===== config.mk =====
export PLATFORM = sky130hd
export DESIGN_NAME = multi_click_button_counter_flat
export DESIGN_NICKNAME = d
export VERILOG_FILES = /design/src/rtl/mcb_pkg.sv /design/src/rtl/mcb_if.sv /design/src/rtl/mcb_ram.sv /design/src/rtl/mcb_out.sv /design/src/rtl/mcb_seq.sv /design/src/rtl/multi_click_button_counter.sv /design/src/flat_wrapper.sv
export SDC_FILE = /design/constraint.sdc
export NUM_CORES = 1
export LEC_CHECK = 0
export BUFFER_PORTS_ARGS = -buffer_cell sky130_fd_sc_hd__buf_2
export CORE_UTILIZATION = 37
export DETAILED_ROUTE_END_ITERATION = 8
export SLEW_MARGIN = 20
export SYNTH_ARGS = -nofsm -noshare
export SYNTH_HDL_FRONTEND = slang
export SYNTH_SLANG_ARGS = --single-unit

===== constraint.sdc =====
create_clock -name clk -period 15.85 [get_ports clk]
set_input_delay 3.17 -clock clk [delete_from_list [all_inputs] [get_ports clk]]
set_output_delay 3.17 -clock clk [all_outputs]
set_load 0.03 [all_outputs]

===== src/rtl/mcb_pkg.sv =====
// Package for the multi-click button counter.
// Result codes, state encodings and the word types shared by the other design files.
// No dependencies.
`default_nettype none

package mcb_pkg;

	// Default number of buttons
	localparam int NUM_BUTTONS_DEF = 8;
	// Most count reports a single tick may give
	localparam int MAX_REPORTS = 8;
	localparam int NREP_W = 4;

	localparam int KIND_W = 3;
	localparam int ID_W = 8;
	localparam int CNT_W = 8;
	localparam int LEN_W = 2;
	localparam int TIME_W = 32;
	localparam int TMO_W = 16;
	localparam int ENTRY_W = CNT_W + TIME_W;

	localparam logic [TMO_W-1:0] TIMEOUT_RESET = 16'd500;
	localparam logic [CNT_W-1:0] COUNT_FULL = 8'hff;

	// Command codes
	localparam logic CMD_PRESS = 1'b0;
	localparam logic CMD_TICK = 1'b1;

	// Press classes
	localparam logic [LEN_W-1:0] LEN_SHORT = 2'd0;
	localparam logic [LEN_W-1:0] LEN_MEDIUM = 2'd1;
	localparam logic [LEN_W-1:0] LEN_LONG = 2'd2;
	localparam logic [LEN_W-1:0] LEN_UNUSED = 2'd3;

	// Result kinds
	localparam logic [KIND_W-1:0] KIND_SHORT = 3'd0;
	localparam logic [KIND_W-1:0] KIND_COUNTED = 3'd3;
	localparam logic [KIND_W-1:0] KIND_IGNORED = 3'd4;

	typedef enum logic [2:0] {
		ST_IDLE,
		ST_RD,
		ST_EVAL,
		ST_IGN,
		ST_FLUSH
	} state_t;

	typedef struct packed {
		logic [KIND_W-1:0] kind;
		logic [ID_W-1:0] id;
		logic [CNT_W-1:0] count;
	} res_t;

	// Result handed from the sequencer to the output register
	typedef struct packed {
		logic push;
		logic last;
		res_t res;
	} push_t;

endpackage

`default_nettype wire


===== src/rtl/mcb_if.sv =====
// Channel interfaces for the multi-click button counter.
// Depends on mcb_pkg for the field widths.
`default_nettype none

interface mcb_in_if import mcb_pkg::*; ();
	logic valid;
	logic ready;
	logic cmd;
	logic [ID_W-1:0] button;
	logic [LEN_W-1:0] press_length;

	modport source (output valid, output cmd, output button, output press_length,
		input ready);
	modport sink (input valid, input cmd, input button, input press_length,
		output ready);
endinterface

interface mcb_out_if import mcb_pkg::*; ();
	logic valid;
	logic ready;
	logic [KIND_W-1:0] event_kind;
	logic [ID_W-1:0] button_id;
	logic [CNT_W-1:0] press_count;
	logic last;

	modport source (output valid, output event_kind, output button_id,
		output press_count, output last, input ready);
	modport sink (input valid, input event_kind, input button_id,
		input press_count, input last, output ready);
endinterface

`default_nettype wire


===== src/rtl/mcb_ram.sv =====
// Generic single-port-write, single-port-read RAM with registered read.
// No dependencies.
`default_nettype none

module mcb_ram #(
	parameter int WIDTH = 40,
	parameter int DEPTH = 8
) (
	input wire logic clk,
	input wire logic we,
	input wire logic [((DEPTH > 1) ? $clog2(DEPTH) : 1)-1:0] waddr,
	input wire logic [WIDTH-1:0] wdata,
	input wire logic re,
	input wire logic [((DEPTH > 1) ? $clog2(DEPTH) : 1)-1:0] raddr,
	output logic [WIDTH-1:0] rdata
);

	logic [WIDTH-1:0] mem_q [DEPTH];

	// Write port, and a registered read port; read data holds when idle
	always_ff @(posedge clk) begin
		if (we) begin
			mem_q[waddr] <= wdata;
		end
		if (re) begin
			rdata <= mem_q[raddr];
		end
	end

endmodule

`default_nettype wire


===== src/rtl/mcb_out.sv =====
// Output register for the result channel of the multi-click button counter.
// Depends on mcb_pkg and mcb_if.
`default_nettype none

module mcb_out import mcb_pkg::*; (
	input wire logic clk,
	input wire logic arst_n,
	input wire push_t push,
	output logic can_push,
	mcb_out_if.source out_ch
);

	logic out_vld_q;
	res_t out_q;
	logic last_q;

	assign can_push = !out_vld_q || out_ch.ready;

	// Track occupancy of the output register
	always_ff @(posedge clk or negedge arst_n) begin
		if (!arst_n) begin
			out_vld_q <= 1'b0;
		end else if (push.push) begin
			out_vld_q <= 1'b1;
		end else if (out_ch.ready) begin
			out_vld_q <= 1'b0;
		end
	end

	// Load the word
	always_ff @(posedge clk) begin
		if (push.push) begin
			out_q <= push.res;
			last_q <= push.last;
		end
	end

	assign out_ch.valid = out_vld_q;
	assign out_ch.event_kind = out_q.kind;
	assign out_ch.button_id = out_q.id;
	assign out_ch.press_count = out_q.count;
	assign out_ch.last = last_q;

endmodule

`default_nettype wire


===== src/rtl/mcb_seq.sv =====
// Sequencer of the multi-click button counter: read-modify-write of the
// per-button entries, tick scan, and the held-back result that gets its last flag.
// Depends on mcb_pkg, mcb_if and mcb_ram.
`default_nettype none

module mcb_seq import mcb_pkg::*; #(
	parameter int NUM_BUTTONS = NUM_BUTTONS_DEF
) (
	input wire logic clk,
	input wire logic arst_n,
	mcb_in_if.sink in_ch,
	input wire logic cfg_we,
	input wire logic [TMO_W-1:0] cfg_wdata,
	input wire logic can_push,
	output push_t push
);

	localparam int IDX_W = (NUM_BUTTONS > 1) ? $clog2(NUM_BUTTONS) : 1;
	localparam logic [IDX_W-1:0] IDX_LAST = IDX_W'(NUM_BUTTONS - 1);
	localparam logic [NREP_W-1:0] NREP_LAST = NREP_W'(MAX_REPORTS - 1);

	state_t state_q, state_d;
	logic tick_q;
	logic [ID_W-1:0] btn_q;
	logic [IDX_W-1:0] addr_q;
	logic [NREP_W-1:0] nrep_q;
	logic [TIME_W-1:0] now_q;
	logic [TMO_W-1:0] timeout_q;
	logic [NUM_BUTTONS-1:0] valid_q;
	logic rd_vld_s1;
	res_t pend_q;
	logic pend_vld_q;

	logic accept;
	logic out_range;
	logic rd_en;
	logic we;
	logic [ENTRY_W-1:0] wdata;
	logic [ENTRY_W-1:0] rdata;
	logic [CNT_W-1:0] cnt;
	logic [TIME_W-1:0] tim;
	logic [CNT_W-1:0] cnt_inc;
	logic full;
	logic due;
	logic emit;
	res_t emit_res;
	logic stall;

	mcb_ram #(
		.WIDTH(ENTRY_W),
		.DEPTH(NUM_BUTTONS)
	) u_ram (
		.clk(clk),
		.we(we),
		.waddr(addr_q),
		.wdata(wdata),
		.re(rd_en),
		.raddr(addr_q),
		.rdata(rdata)
	);

	assign accept = in_ch.valid && in_ch.ready;
	assign out_range = {1'b0, in_ch.button} >= (ID_W + 1)'(NUM_BUTTONS);

	// Entries never written read as zero
	assign cnt = rd_vld_s1 ? rdata[ENTRY_W-1 -: CNT_W] : '0;
	assign tim = rd_vld_s1 ? rdata[TIME_W-1:0] : '0;
	assign cnt_inc = cnt + CNT_W'(1);
	assign full = cnt_inc == COUNT_FULL;
	assign due = (cnt != '0) && ((now_q - tim) >= {{(TIME_W - TMO_W){1'b0}}, timeout_q});

	// Pick the result this step would produce
	always_comb begin
		emit = 1'b0;
		emit_res = '{kind: KIND_COUNTED, id: ID_W'(addr_q), count: cnt};
		case (state_q)
			ST_EVAL: begin
				if (tick_q) begin
					emit = due;
				end else begin
					emit = full;
					emit_res.count = COUNT_FULL;
				end
			end
			ST_IGN: begin
				emit = 1'b1;
				emit_res = '{kind: KIND_IGNORED, id: btn_q, count: '0};
			end
			default: begin
				emit = 1'b0;
			end
		endcase
	end

	// A new result must first move the held one out
	assign stall = emit && pend_vld_q && !can_push;

	// Next state
	always_comb begin
		state_d = state_q;
		case (state_q)
			ST_IDLE: begin
				if (accept) begin
					if (in_ch.cmd == CMD_TICK) begin
						state_d = ST_RD;
					end else if (in_ch.press_length == LEN_MEDIUM
						|| in_ch.press_length == LEN_LONG) begin
						state_d = ST_FLUSH;
					end else if (in_ch.press_length == LEN_SHORT) begin
						state_d = out_range ? ST_IGN : ST_RD;
					end
				end
			end
			ST_RD: begin
				state_d = ST_EVAL;
			end
			ST_EVAL: begin
				if (!stall) begin
					if (!tick_q || addr_q == IDX_LAST || (due && nrep_q == NREP_LAST)) begin
						state_d = ST_FLUSH;
					end else begin
						state_d = ST_RD;
					end
				end
			end
			ST_IGN: begin
				if (!stall) begin
					state_d = ST_FLUSH;
				end
			end
			ST_FLUSH: begin
				if (!pend_vld_q || can_push) begin
					state_d = ST_IDLE;
				end
			end
			default: begin
				state_d = ST_IDLE;
			end
		endcase
	end

	// Outputs of the sequencer
	always_comb begin
		in_ch.ready = 1'b0;
		rd_en = 1'b0;
		we = 1'b0;
		wdata = '0;
		push = '{push: 1'b0, last: 1'b0, res: pend_q};
		case (state_q)
			ST_IDLE: begin
				in_ch.ready = 1'b1;
			end
			ST_RD: begin
				rd_en = 1'b1;
			end
			ST_EVAL: begin
				push.push = emit && pend_vld_q && can_push;
				if (!stall) begin
					if (tick_q) begin
						we = due;
					end else begin
						we = 1'b1;
						wdata = full ? '0 : {cnt_inc, now_q};
					end
				end
			end
			ST_IGN: begin
				push.push = pend_vld_q && can_push;
			end
			ST_FLUSH: begin
				push.push = pend_vld_q && can_push;
				push.last = 1'b1;
			end
			default: begin
				in_ch.ready = 1'b0;
			end
		endcase
	end

	// Control registers
	always_ff @(posedge clk or negedge arst_n) begin
		if (!arst_n) begin
			state_q <= ST_IDLE;
			now_q <= '0;
			timeout_q <= TIMEOUT_RESET;
			valid_q <= '0;
			pend_vld_q <= 1'b0;
			nrep_q <= '0;
			addr_q <= '0;
			tick_q <= 1'b0;
		end else begin
			state_q <= state_d;
			if (cfg_we) begin
				timeout_q <= cfg_wdata;
			end
			if (we) begin
				valid_q[addr_q] <= 1'b1;
			end
			case (state_q)
				ST_IDLE: begin
					if (accept) begin
						tick_q <= in_ch.cmd;
						if (in_ch.cmd == CMD_TICK) begin
							now_q <= now_q + TIME_W'(1);
							addr_q <= '0;
							nrep_q <= '0;
						end else begin
							addr_q <= in_ch.button[IDX_W-1:0];
							if (in_ch.press_length != LEN_UNUSED) begin
								pend_vld_q <= 1'b1;
							end
						end
					end
				end
				ST_EVAL: begin
					if (!stall) begin
						if (emit) begin
							pend_vld_q <= 1'b1;
						end
						if (tick_q) begin
							addr_q <= addr_q + IDX_W'(1);
							if (due) begin
								nrep_q <= nrep_q + NREP_W'(1);
							end
						end
					end
				end
				ST_FLUSH: begin
					if (can_push) begin
						pend_vld_q <= 1'b0;
					end
				end
				default: begin
					tick_q <= tick_q;
				end
			endcase
		end
	end

	// Held result and read-side valid bit
	always_ff @(posedge clk) begin
		if (state_q == ST_RD) begin
			rd_vld_s1 <= valid_q[addr_q];
		end
		if (state_q == ST_IDLE && accept) begin
			btn_q <= in_ch.button;
			pend_q <= '{kind: {1'b0, in_ch.press_length}, id: in_ch.button, count: '0};
		end else if (emit && !stall) begin
			pend_q <= emit_res;
		end
	end

endmodule

`default_nettype wire


===== src/rtl/multi_click_button_counter.sv =====
// Multi-click button counter, top level; depends on mcb_pkg, mcb_if, mcb_ram, mcb_out, mcb_seq.
// A short press is read and evaluated, or ignored when out of range; medium and long presses
// go straight to flush. A tick scans the state RAM entries in turn, one read and one evaluate
// state each. One item in work at a time, the next taken once the last word has been handed
// to the output register, so any stall on the result side also holds back new items.
// Reset clears all counts and times, the time base, and sets the timeout to 500.
`default_nettype none

module multi_click_button_counter import mcb_pkg::*; #(
	parameter int NUM_BUTTONS = NUM_BUTTONS_DEF
) (
	input wire logic clk,
	input wire logic arst_n,
	mcb_in_if.sink in_ch,
	mcb_out_if.source out_ch,
	input wire logic cfg_we,
	input wire logic [TMO_W-1:0] cfg_wdata
);

	push_t push;
	logic can_push;

	mcb_seq #(
		.NUM_BUTTONS(NUM_BUTTONS)
	) u_seq (
		.clk(clk),
		.arst_n(arst_n),
		.in_ch(in_ch),
		.cfg_we(cfg_we),
		.cfg_wdata(cfg_wdata),
		.can_push(can_push),
		.push(push)
	);

	mcb_out u_out (
		.clk(clk),
		.arst_n(arst_n),
		.push(push),
		.can_push(can_push),
		.out_ch(out_ch)
	);

endmodule

`default_nettype wire

===== src/flat_wrapper.sv =====
// flat-port wrapper written by rule: the top's interface ports become plain ports
module multi_click_button_counter_flat import mcb_pkg::*;
#(
	parameter int NUM_BUTTONS = NUM_BUTTONS_DEF
)
  (clk, arst_n, cfg_we, cfg_wdata, in_ch_valid, in_ch_cmd, in_ch_button, in_ch_press_length, in_ch_ready, out_ch_valid, out_ch_event_kind, out_ch_button_id, out_ch_press_count, out_ch_last, out_ch_ready);
  mcb_in_if in_ch_i ();
  mcb_out_if out_ch_i ();
  input wire logic clk;
  input wire logic arst_n;
  input wire logic cfg_we;
  input wire logic [TMO_W-1:0] cfg_wdata;
  input wire logic [$bits(in_ch_i.valid)-1:0] in_ch_valid;
  input wire logic [$bits(in_ch_i.cmd)-1:0] in_ch_cmd;
  input wire logic [$bits(in_ch_i.button)-1:0] in_ch_button;
  input wire logic [$bits(in_ch_i.press_length)-1:0] in_ch_press_length;
  output wire logic [$bits(in_ch_i.ready)-1:0] in_ch_ready;
  output wire logic [$bits(out_ch_i.valid)-1:0] out_ch_valid;
  output wire logic [$bits(out_ch_i.event_kind)-1:0] out_ch_event_kind;
  output wire logic [$bits(out_ch_i.button_id)-1:0] out_ch_button_id;
  output wire logic [$bits(out_ch_i.press_count)-1:0] out_ch_press_count;
  output wire logic [$bits(out_ch_i.last)-1:0] out_ch_last;
  input wire logic [$bits(out_ch_i.ready)-1:0] out_ch_ready;
  assign in_ch_i.valid = in_ch_valid;
  assign in_ch_i.cmd = in_ch_cmd;
  assign in_ch_i.button = in_ch_button;
  assign in_ch_i.press_length = in_ch_press_length;
  assign in_ch_ready = in_ch_i.ready;
  assign out_ch_valid = out_ch_i.valid;
  assign out_ch_event_kind = out_ch_i.event_kind;
  assign out_ch_button_id = out_ch_i.button_id;
  assign out_ch_press_count = out_ch_i.press_count;
  assign out_ch_last = out_ch_i.last;
  assign out_ch_i.ready = out_ch_ready;
  multi_click_button_counter #(.NUM_BUTTONS(NUM_BUTTONS)) u_core (.clk(clk), .arst_n(arst_n), .in_ch(in_ch_i), .out_ch(out_ch_i), .cfg_we(cfg_we), .cfg_wdata(cfg_wdata));
endmodule

# [Word level (Yosys, flattened, before mapping)]
# Memory sizes are Yosys's and may differ from the RTL's. A register that Yosys moved wholly into a read port is not among the register bits.
# Cells that the tools add are included.
[op_classes] addsub=5 n_mul=0 n_div=0 magnitude_cmp=4 eq_ne=22 n_shift=0 mux=56 bitwise=1 n_reduce_logical=34
[ops] operator="two-way mux 40 bit" count=4
[ops] operator="two-way mux 18 bit" count=2
[ops] operator="two-way mux 3 bit" count=12
[ops] operator="adder 32 x 1 -> 32 bit (second input constant)" count=1
[ops] operator=">= comparator 32 x 16 -> 1 bit" count=1
[ops] operator="two-way mux 32 bit" count=1
[ops] operator="subtractor 32 bit" count=1
[ops] operator="!= test 2 bit (second input constant)" count=12
[ops] operator="two-way mux 4 bit" count=5
[ops] operator="two-way mux 1 bit" count=19
[ops] operator="two-way mux 8 bit" count=2
[ops] operator="one-hot mux 8 bit (2 select lines)" count=1
[ops] operator="one-hot mux 3 bit (5 select lines)" count=1
[ops] operator="two-way mux 11 bit" count=1
[ops] operator="logical AND 1 bit" count=10
[ops] operator="adder 8 x 1 -> 8 bit (second input constant)" count=1
[ops] operator="equality test 8 bit (second input constant)" count=1
[ops] operator=">= comparator 8 x 4 -> 1 bit (second input constant)" count=1
[ops] operator="OR 8 bit" count=1
[ops] operator="one-hot mux 4 bit (2 select lines)" count=1
[ops] operator="nonzero test 8 bit" count=1
[ops] operator="AND reduction 7 bit" count=1
[ops] operator="equality test 3 x 2 -> 1 bit (second input constant)" count=2
[ops] operator="equality test 3 bit (second input constant)" count=2
[ops] operator="other kinds (27)" count=38
[word_totals] register_bits=117 latch_bits=0 mem_bits_rw=320 romBits=0 inputBits=32 output_inout_bits=22 elab_cells=142 mem_count=1
[memory_table] name="u_core.u_seq.u_ram.mem_q" words=8 width=40 rd=1 rd_clocked_by_memory_dff=1 wr=1 line_no="mcb_ram.sv:18" rtl="logic [WIDTH-1:0] mem_q [DEPTH];"

# [Depth between registers and ports, before layout]
[logic_depth] ltp_word=12 depth_mapped=28 ltp_nobuf=23

# [Hierarchy]
# From an unflattened synthesis, not the netlist that was laid out.
[unflattened] cells_unflattened=1397 area_unflattened_um2=21546.9
[modules_own_cells] mod="mcb_ram" n_inst=1 cells_per_inst=515 area_per_inst_um2=13571.8 seq_area_each_um2=10810.4
[modules_own_cells] mod="mcb_seq" n_inst=1 cells_per_inst=859 area_per_inst_um2=7327.0 seq_area_each_um2=2459.9
[modules_own_cells] mod="mcb_out" n_inst=1 cells_per_inst=23 area_per_inst_um2=648.1 seq_area_each_um2=625.6

# [Worst setup path before layout]
# Ideal clock, no wire load.
[synth_path] path_kind="register to register" start="reg u_core.u_seq.rd_vld_s1" end="reg u_core.u_seq.valid_q[0]" arrival_time_ps=8538 required_time_ps=15760 path_slack_ps=7221 stages_incl_launch_ff=24 period_less_slack_ps=8629 path_cell_list="edfxtp_1 -> clkbuf_1 -> clkbuf_1 -> buf_1 -> nand2_1 -> ha_1 -> o211ai_1 -> a21o_1 -> nand2_1 -> nor2_1 -> o21ai_0 -> and2_1 -> o21ai_0 -> nand2b_1 -> xor2_1 -> ha_1 -> nand4_1 -> o41ai_1 -> a2111oi_0 -> and4_1 -> nand2_2 -> o21ai_4 -> nor4b_1 -> or2_2"
[synth_between] elab_chain_cells=10 word_cells_on_any_way=15 cone_classes="2 x add/sub; 1 x order compare; 1 x eq/ne; 7 x mux; 4 x reduce/logical"
[synth_rtl] item="from (decl)" line_no="mcb_seq.sv:30" rtl="logic rd_vld_s1;"
[synth_rtl] item="from (signal assigned)" line_no="mcb_seq.sv:243" rtl="rd_vld_s1 <= valid_q[addr_q];"
[synth_rtl] item="two-way mux 32 bit" line_no="mcb_seq.sv:67" rtl="assign tim = rd_vld_s1 ? rdata[TIME_W-1:0] : '0;"
[synth_rtl] item="subtractor 32 bit" line_no="mcb_seq.sv:70" rtl="assign due = (cnt != '0) && ((now_q - tim) >= {{(TIME_W - TMO_W){1'b0}}, timeout_q});"
[synth_rtl] item=">= comparator 32 x 16 -> 1 bit" line_no="mcb_seq.sv:70"
[synth_rtl] item="logical AND 1 bit" line_no="mcb_seq.sv:70"
[synth_rtl] item="two-way mux 1 bit" line_no="mcb_seq.sv:78" rtl="if (tick_q) begin"
[synth_rtl] item="one-hot mux 1 bit (2 select lines)" line_no="mcb_seq.sv:76" rtl="case (state_q)"
[synth_rtl] item="logical AND 1 bit (2 in series)" line_no="mcb_seq.sv:96" rtl="assign stall = emit && pend_vld_q && !can_push;"
[synth_rtl] item="two-way mux 1 bit (*)" line_no="mcb_seq.sv:158" rtl="if (!stall) begin"
[synth_rtl] item="two-way mux 1 bit (*)" line_no="mcb_seq.sv:149" rtl="case (state_q)"
[synth_rtl] item="to (signal assigned)" line_no="mcb_seq.sv:186" rtl="valid_q <= '0;"
[synth_rtl] item="to (signal, indexed assignment)" line_no="mcb_seq.sv:197" rtl="valid_q[addr_q] <= 1'b1;"
[synth_rtl] item="to (decl)" line_no="mcb_seq.sv:29" rtl="logic [NUM_BUTTONS-1:0] valid_q;"
# Mark *: on every way between the ends. The rest lies on a longest branch, timed or not.
# A chain may end at the register's enable or synchronous reset.

# [Final worst setup path]
[layout_path] start="reg u_core.u_seq.rd_vld_s1" end="reg u_core.u_seq.pend_q (netlist bit u_core.u_seq.push[16]), enable pin"
[layout_between] elab_chain_cells=11 word_cells_on_any_way=15 cone_classes="2 x add/sub; 1 x order compare; 1 x eq/ne; 4 x mux; 7 x reduce/logical"
[layout_rtl] item="two-way mux 32 bit" line_no="mcb_seq.sv:67"
[layout_rtl] item="subtractor 32 bit" line_no="mcb_seq.sv:70"
[layout_rtl] item=">= comparator 32 x 16 -> 1 bit" line_no="mcb_seq.sv:70"
[layout_rtl] item="logical AND 1 bit" line_no="mcb_seq.sv:70"
[layout_rtl] item="two-way mux 1 bit (*)" line_no="mcb_seq.sv:78"
[layout_rtl] item="one-hot mux 1 bit (2 select lines) (*)" line_no="mcb_seq.sv:76"
[layout_rtl] item="logical AND 1 bit (2 in series)" line_no="mcb_seq.sv:96"
[layout_rtl] item="logical NOT 1 bit" line_no="mcb_seq.sv:248" rtl="end else if (emit && !stall) begin"
[layout_rtl] item="logical AND 1 bit (*)" line_no="mcb_seq.sv:248"
[layout_rtl] item="nonzero test 2 bit (no line) (*)"
[layout_rtl] item="to (signal assigned)" line_no="mcb_seq.sv:247" rtl="pend_q <= '{kind: {1'b0, in_ch.press_length}, id: in_ch.button, count: '0};"
[layout_rtl] item="to (signal assigned)" line_no="mcb_seq.sv:249" rtl="pend_q <= emit_res;"
[layout_rtl] item="to (decl)" line_no="mcb_seq.sv:31" rtl="res_t pend_q;"
# Marked as above.

==> flow_summary.ini <==
[outcome]
status = completed

[synth]
netlist_area_um2 = 20300
syn_area_per_cell_um2 = 13.7
yosys.area_share.adder_pct = 3.68
ys_ff_latch = 477
netlist_top_cells_area = edfxtp_1 (59%), dfrtp_1 (7.8%), a22oi_1 (6.3%)
synth_most_common_cell = edfxtp_1
synthArstFlopShare_pct = 14.5
synth_warnings = 0
synth.distinct_cells = 79
synth-edff-count = 399
synthMuxAreaShare_pct = 0.413
synth_nets = 1568
synth_cells = 1477
synthSimpleGateAreaFrac_pct = 10.1
synth_top_family_by_area = compound AO/OA/AOI/OAI gates
synth_top_area_cell = edfxtp_1
ys_seq_area_share_pct = 68.5
synthFlopType = edfxtp_1
synthTopCellsByCount = edfxtp_1 (399), a22oi_1 (169), nand2_1 (121)
synth_xor_area_share_pct = 2.50
synth_top_area_share_pct = 59.1
synth-compound-area-share_pct = 12.7

[power_and_ir_drop]
power.switching_mw = 1.28
internal-power_mw = 2.52
p_leak_nw = 8.61
pwr-share-seq_pct = 43.5
power_density_nw_per_um2 = 166
clock_power_share_pct = 28.7
pwr-share-comb_pct = 27.7
p_sw_share_pct = 33.6
p_total_mw = 3.79
max-vdd-ir-drop_v = 0.000130

[timing]
setup_slack_ns = 9.50
hold_violations = 0
fmax_mhz = 158
slew_viol_final = 0
rsz0062_at_grt = false
tns_ns = 0
max_slew_margin_pct = 38.6
setup_violations = 0
finalCritPeriodShare_pct = 40.0
fin_worst_skew_ns = 0.0287
worst_slew_pin_slew_ns = 0.921
final.min_clock_period_ns = 6.35

[clock_network]
cts_max_path_buffers = 3
cts_setup_buffers = 0
htree_num_levels = 2
cts.sinks = 477
cts_hold_buffers = 0
post_cts_resized = 0
cts.clk_slew.worst_paths_ns = 0.06
clk_latency_ns = 0.59
cts_tree = yes
cts_root_buf = clkbuf_16
cts_buffers = 49

[die]
start_util_pct = 37.5
ios = 54
row_count = 85
fp.dieArea_um2 = 55800
die_h_um = 236
coreArea_um2 = 54000
dieWidth_um = 236

[placement]
dpl_cell_area_um2 = 21400
hpwl_um = 29600
pre_cts_slack_ns = 9.51
io_buffers = 53
gp_congestion = 0.885

[drt]
ant_nets = 0
drt-initial-drc-count = 1343
drcViolationCount = 0
post_drt_wl_per_cell_um = 22.0
via_count = 12946
vias_per_cell = 5.72
routed_wl_um = 49800
drt_pass1_iterations = 7

[finish]
nets = 1619
fillCellCount = 4858
stdcell_area_um2 = 22900
final_core_util_pct = 42.4
layout-drive-gt1-share_pct = 13.0
area_growth_pct = 12.9
regArea_um2 = 13900
num_antenna_cells = 0
multi_input_area_um2 = 6040

[critical_path]
worstPathRequired_ns = 16.09
cp.arrival_ns = 6.59
worstSetupPathType = register to register
r2r-start = u_core.u_seq.rd_vld_s1
start_kind = register
r2r_slack_ns = 9.50
endpoint_kind = register
r2r_cells = 24
reg2reg_to = u_core.u_seq.push[16]
crit_path_max_fanout = 46

[worst_hold_path]
holdPathEnd = u_core.u_out.out_ch.button_id[5]
worstHoldPathCells = 0
hp-class = register to register
hold_path.startpoint = u_core.u_seq.push[13]

[grt]
antenna_found_initial = 2
gr-total-overflow = 0
grt_first_pass_wirelength_um = 75900
grt.total_usage_pct = 17.7
grt_max_degree = 70
grt_pass1_vias = 12534

[run]
max_cap_viol_count = 0
==> metrics by stage <==
| stage | instances | hold WS, ns |
|---|---|---|
| 6_report | 2264 | 0.428 |
| 5_1_grt | 2264 | 0.440 |
| 4_1_cts | 2264 | 0.424 |
| 2_1_floorplan | 1477 | 0.400 |
| 3_3_place_gp | 2173 | 0.411 |
| 3_5_place_dp | 2173 | 0.405 |
==> worst max-delay path by stage <==
stage,from,slack [ns],end
after floorplan,u_core.u_seq.rd_vld_s1,7.22,u_core.u_seq.valid_q[0]
after global routing,u_core.u_seq.rd_vld_s1,9.03,u_core.u_seq.push[16]
final,u_core.u_seq.rd_vld_s1,9.50,u_core.u_seq.push[16]
after global placement,u_core.u_seq.rd_vld_s1,9.55,u_core.u_seq.push[13]
after CTS,u_core.u_seq.rd_vld_s1,9.50,u_core.u_seq.push[17]
after detailed placement,u_core.u_seq.rd_vld_s1,9.51,u_core.u_seq.push[13]
==> critical path, stage by stage (launching register included) <==
cell and delay (ns):
edfxtp_1 0.35, buf_4 0.31, and2_1 0.22, ha_1 0.19
fa_1 0.40, nand2b_1 0.18, a21o_1 0.22, nand2_1 0.13
nor2_1 0.05, o21ai_0 0.24, and2_1 0.16, o21ai_0 0.07
nand2b_1 0.10, xor2_1 0.07, ha_1 0.18, a21o_1 0.17
a21o_1 0.17, a22oi_1 0.14, o2111ai_1 0.12, a2111oi_0 0.42
and4_1 0.36, nand2_2 0.11, o21ai_4 0.63, or3_1 0.55
nand2_1 0.40
==> cells by family after synthesis <==
group,after synthesis
flops,477
compound gates,367
mux,8
fa+ha+maj,59
simple gates,400
buf+inv,108
xor+xnor,58
==> sequential cells by signal, summed over array words and instances, names as in the netlist <==
signal                           cells
u_core.u_seq.tick_q                  1
u_core.u_out.out_ch.event_kind       3
u_core.u_out.out_ch.button_id        8
u_core.u_seq.push                   19
u_core.u_seq.now_q                  32
u_core.u_out.out_ch.last             1
u_core.u_seq.addr_q                  3
u_core.u_out.out_ch.valid            1
u_core.u_seq.timeout_q              16
u_core.u_seq.rd_vld_s1               1
u_core.u_out.out_ch.press_count      8
u_core.u_seq.u_ram.mem_q           320
u_core.u_seq.btn_q                   8
u_core.u_seq.state_q                 3
u_core.u_seq.nrep_q                  4
u_core.u_seq.pend_vld_q              1
u_core.u_seq.valid_q                 8
u_core.u_seq.u_ram.rdata            40
==> layout make-up <==
cell class,count,share of cell area [%]
flip-flops and latches,477,60.7
multi-input cells,892,26.4
clock buffers,72,6.19
well taps,696,3.80
repair buffers,75,1.89
inverters,33,0.541
clock inverters,19,0.492
==> power groups by stage <==
| stage | logic, mW | registers (mW) | clock network (mW) |
|---|---|---|---|
| 5_1_grt | 1.17 | 1.66 | 1.15 |
| 6_report | 1.05 | 1.65 | 1.09 |
| 3_3_place_gp | 1.04 | 1.67 | 0 |
| 4_1_cts | 1.05 | 1.65 | 1.11 |
| 3_5_place_dp | 1.05 | 1.67 | 0 |
| 2_1_floorplan | 0.705 | 1.67 | 0 |
==> layer usage <==
| layer | share of wire (%) | GRT usage, % | up-vias |
|---|---|---|---|
| li1 | - | - | 5856 |
| met1 | 46 | 26.1 | 6524 |
| met2 | 45 | 27.2 | 493 |
| met3 | 6.9 | 2.07 | 73 |
| met4 | 2.7 | 6.12 | 0 |
| met5 | 0 | 0 | - |
==> cell usage in the layout (no fill, tap or decap), drive strengths merged, types with 6 or more instances in the layout <==
cell type and instances:
edfxtp 399, a22oi 169, nand2 122, buf 75
clkbuf 72, dfrtp 63, nor2 58, ha 58
o21ai 58, nand4 55, and3 54, a21oi 53
xnor2 38, inv 35, nand3 26, nor3 22
xor2 20, clkinv 15, nor4 13, a21o 12
or2 12, nand2b 10, a31o 10, dfxtp 9
o31ai 7, o21a 6, a22o 6, dfstp 6
a211oi 6
Power figures use the tool's default switching activity.
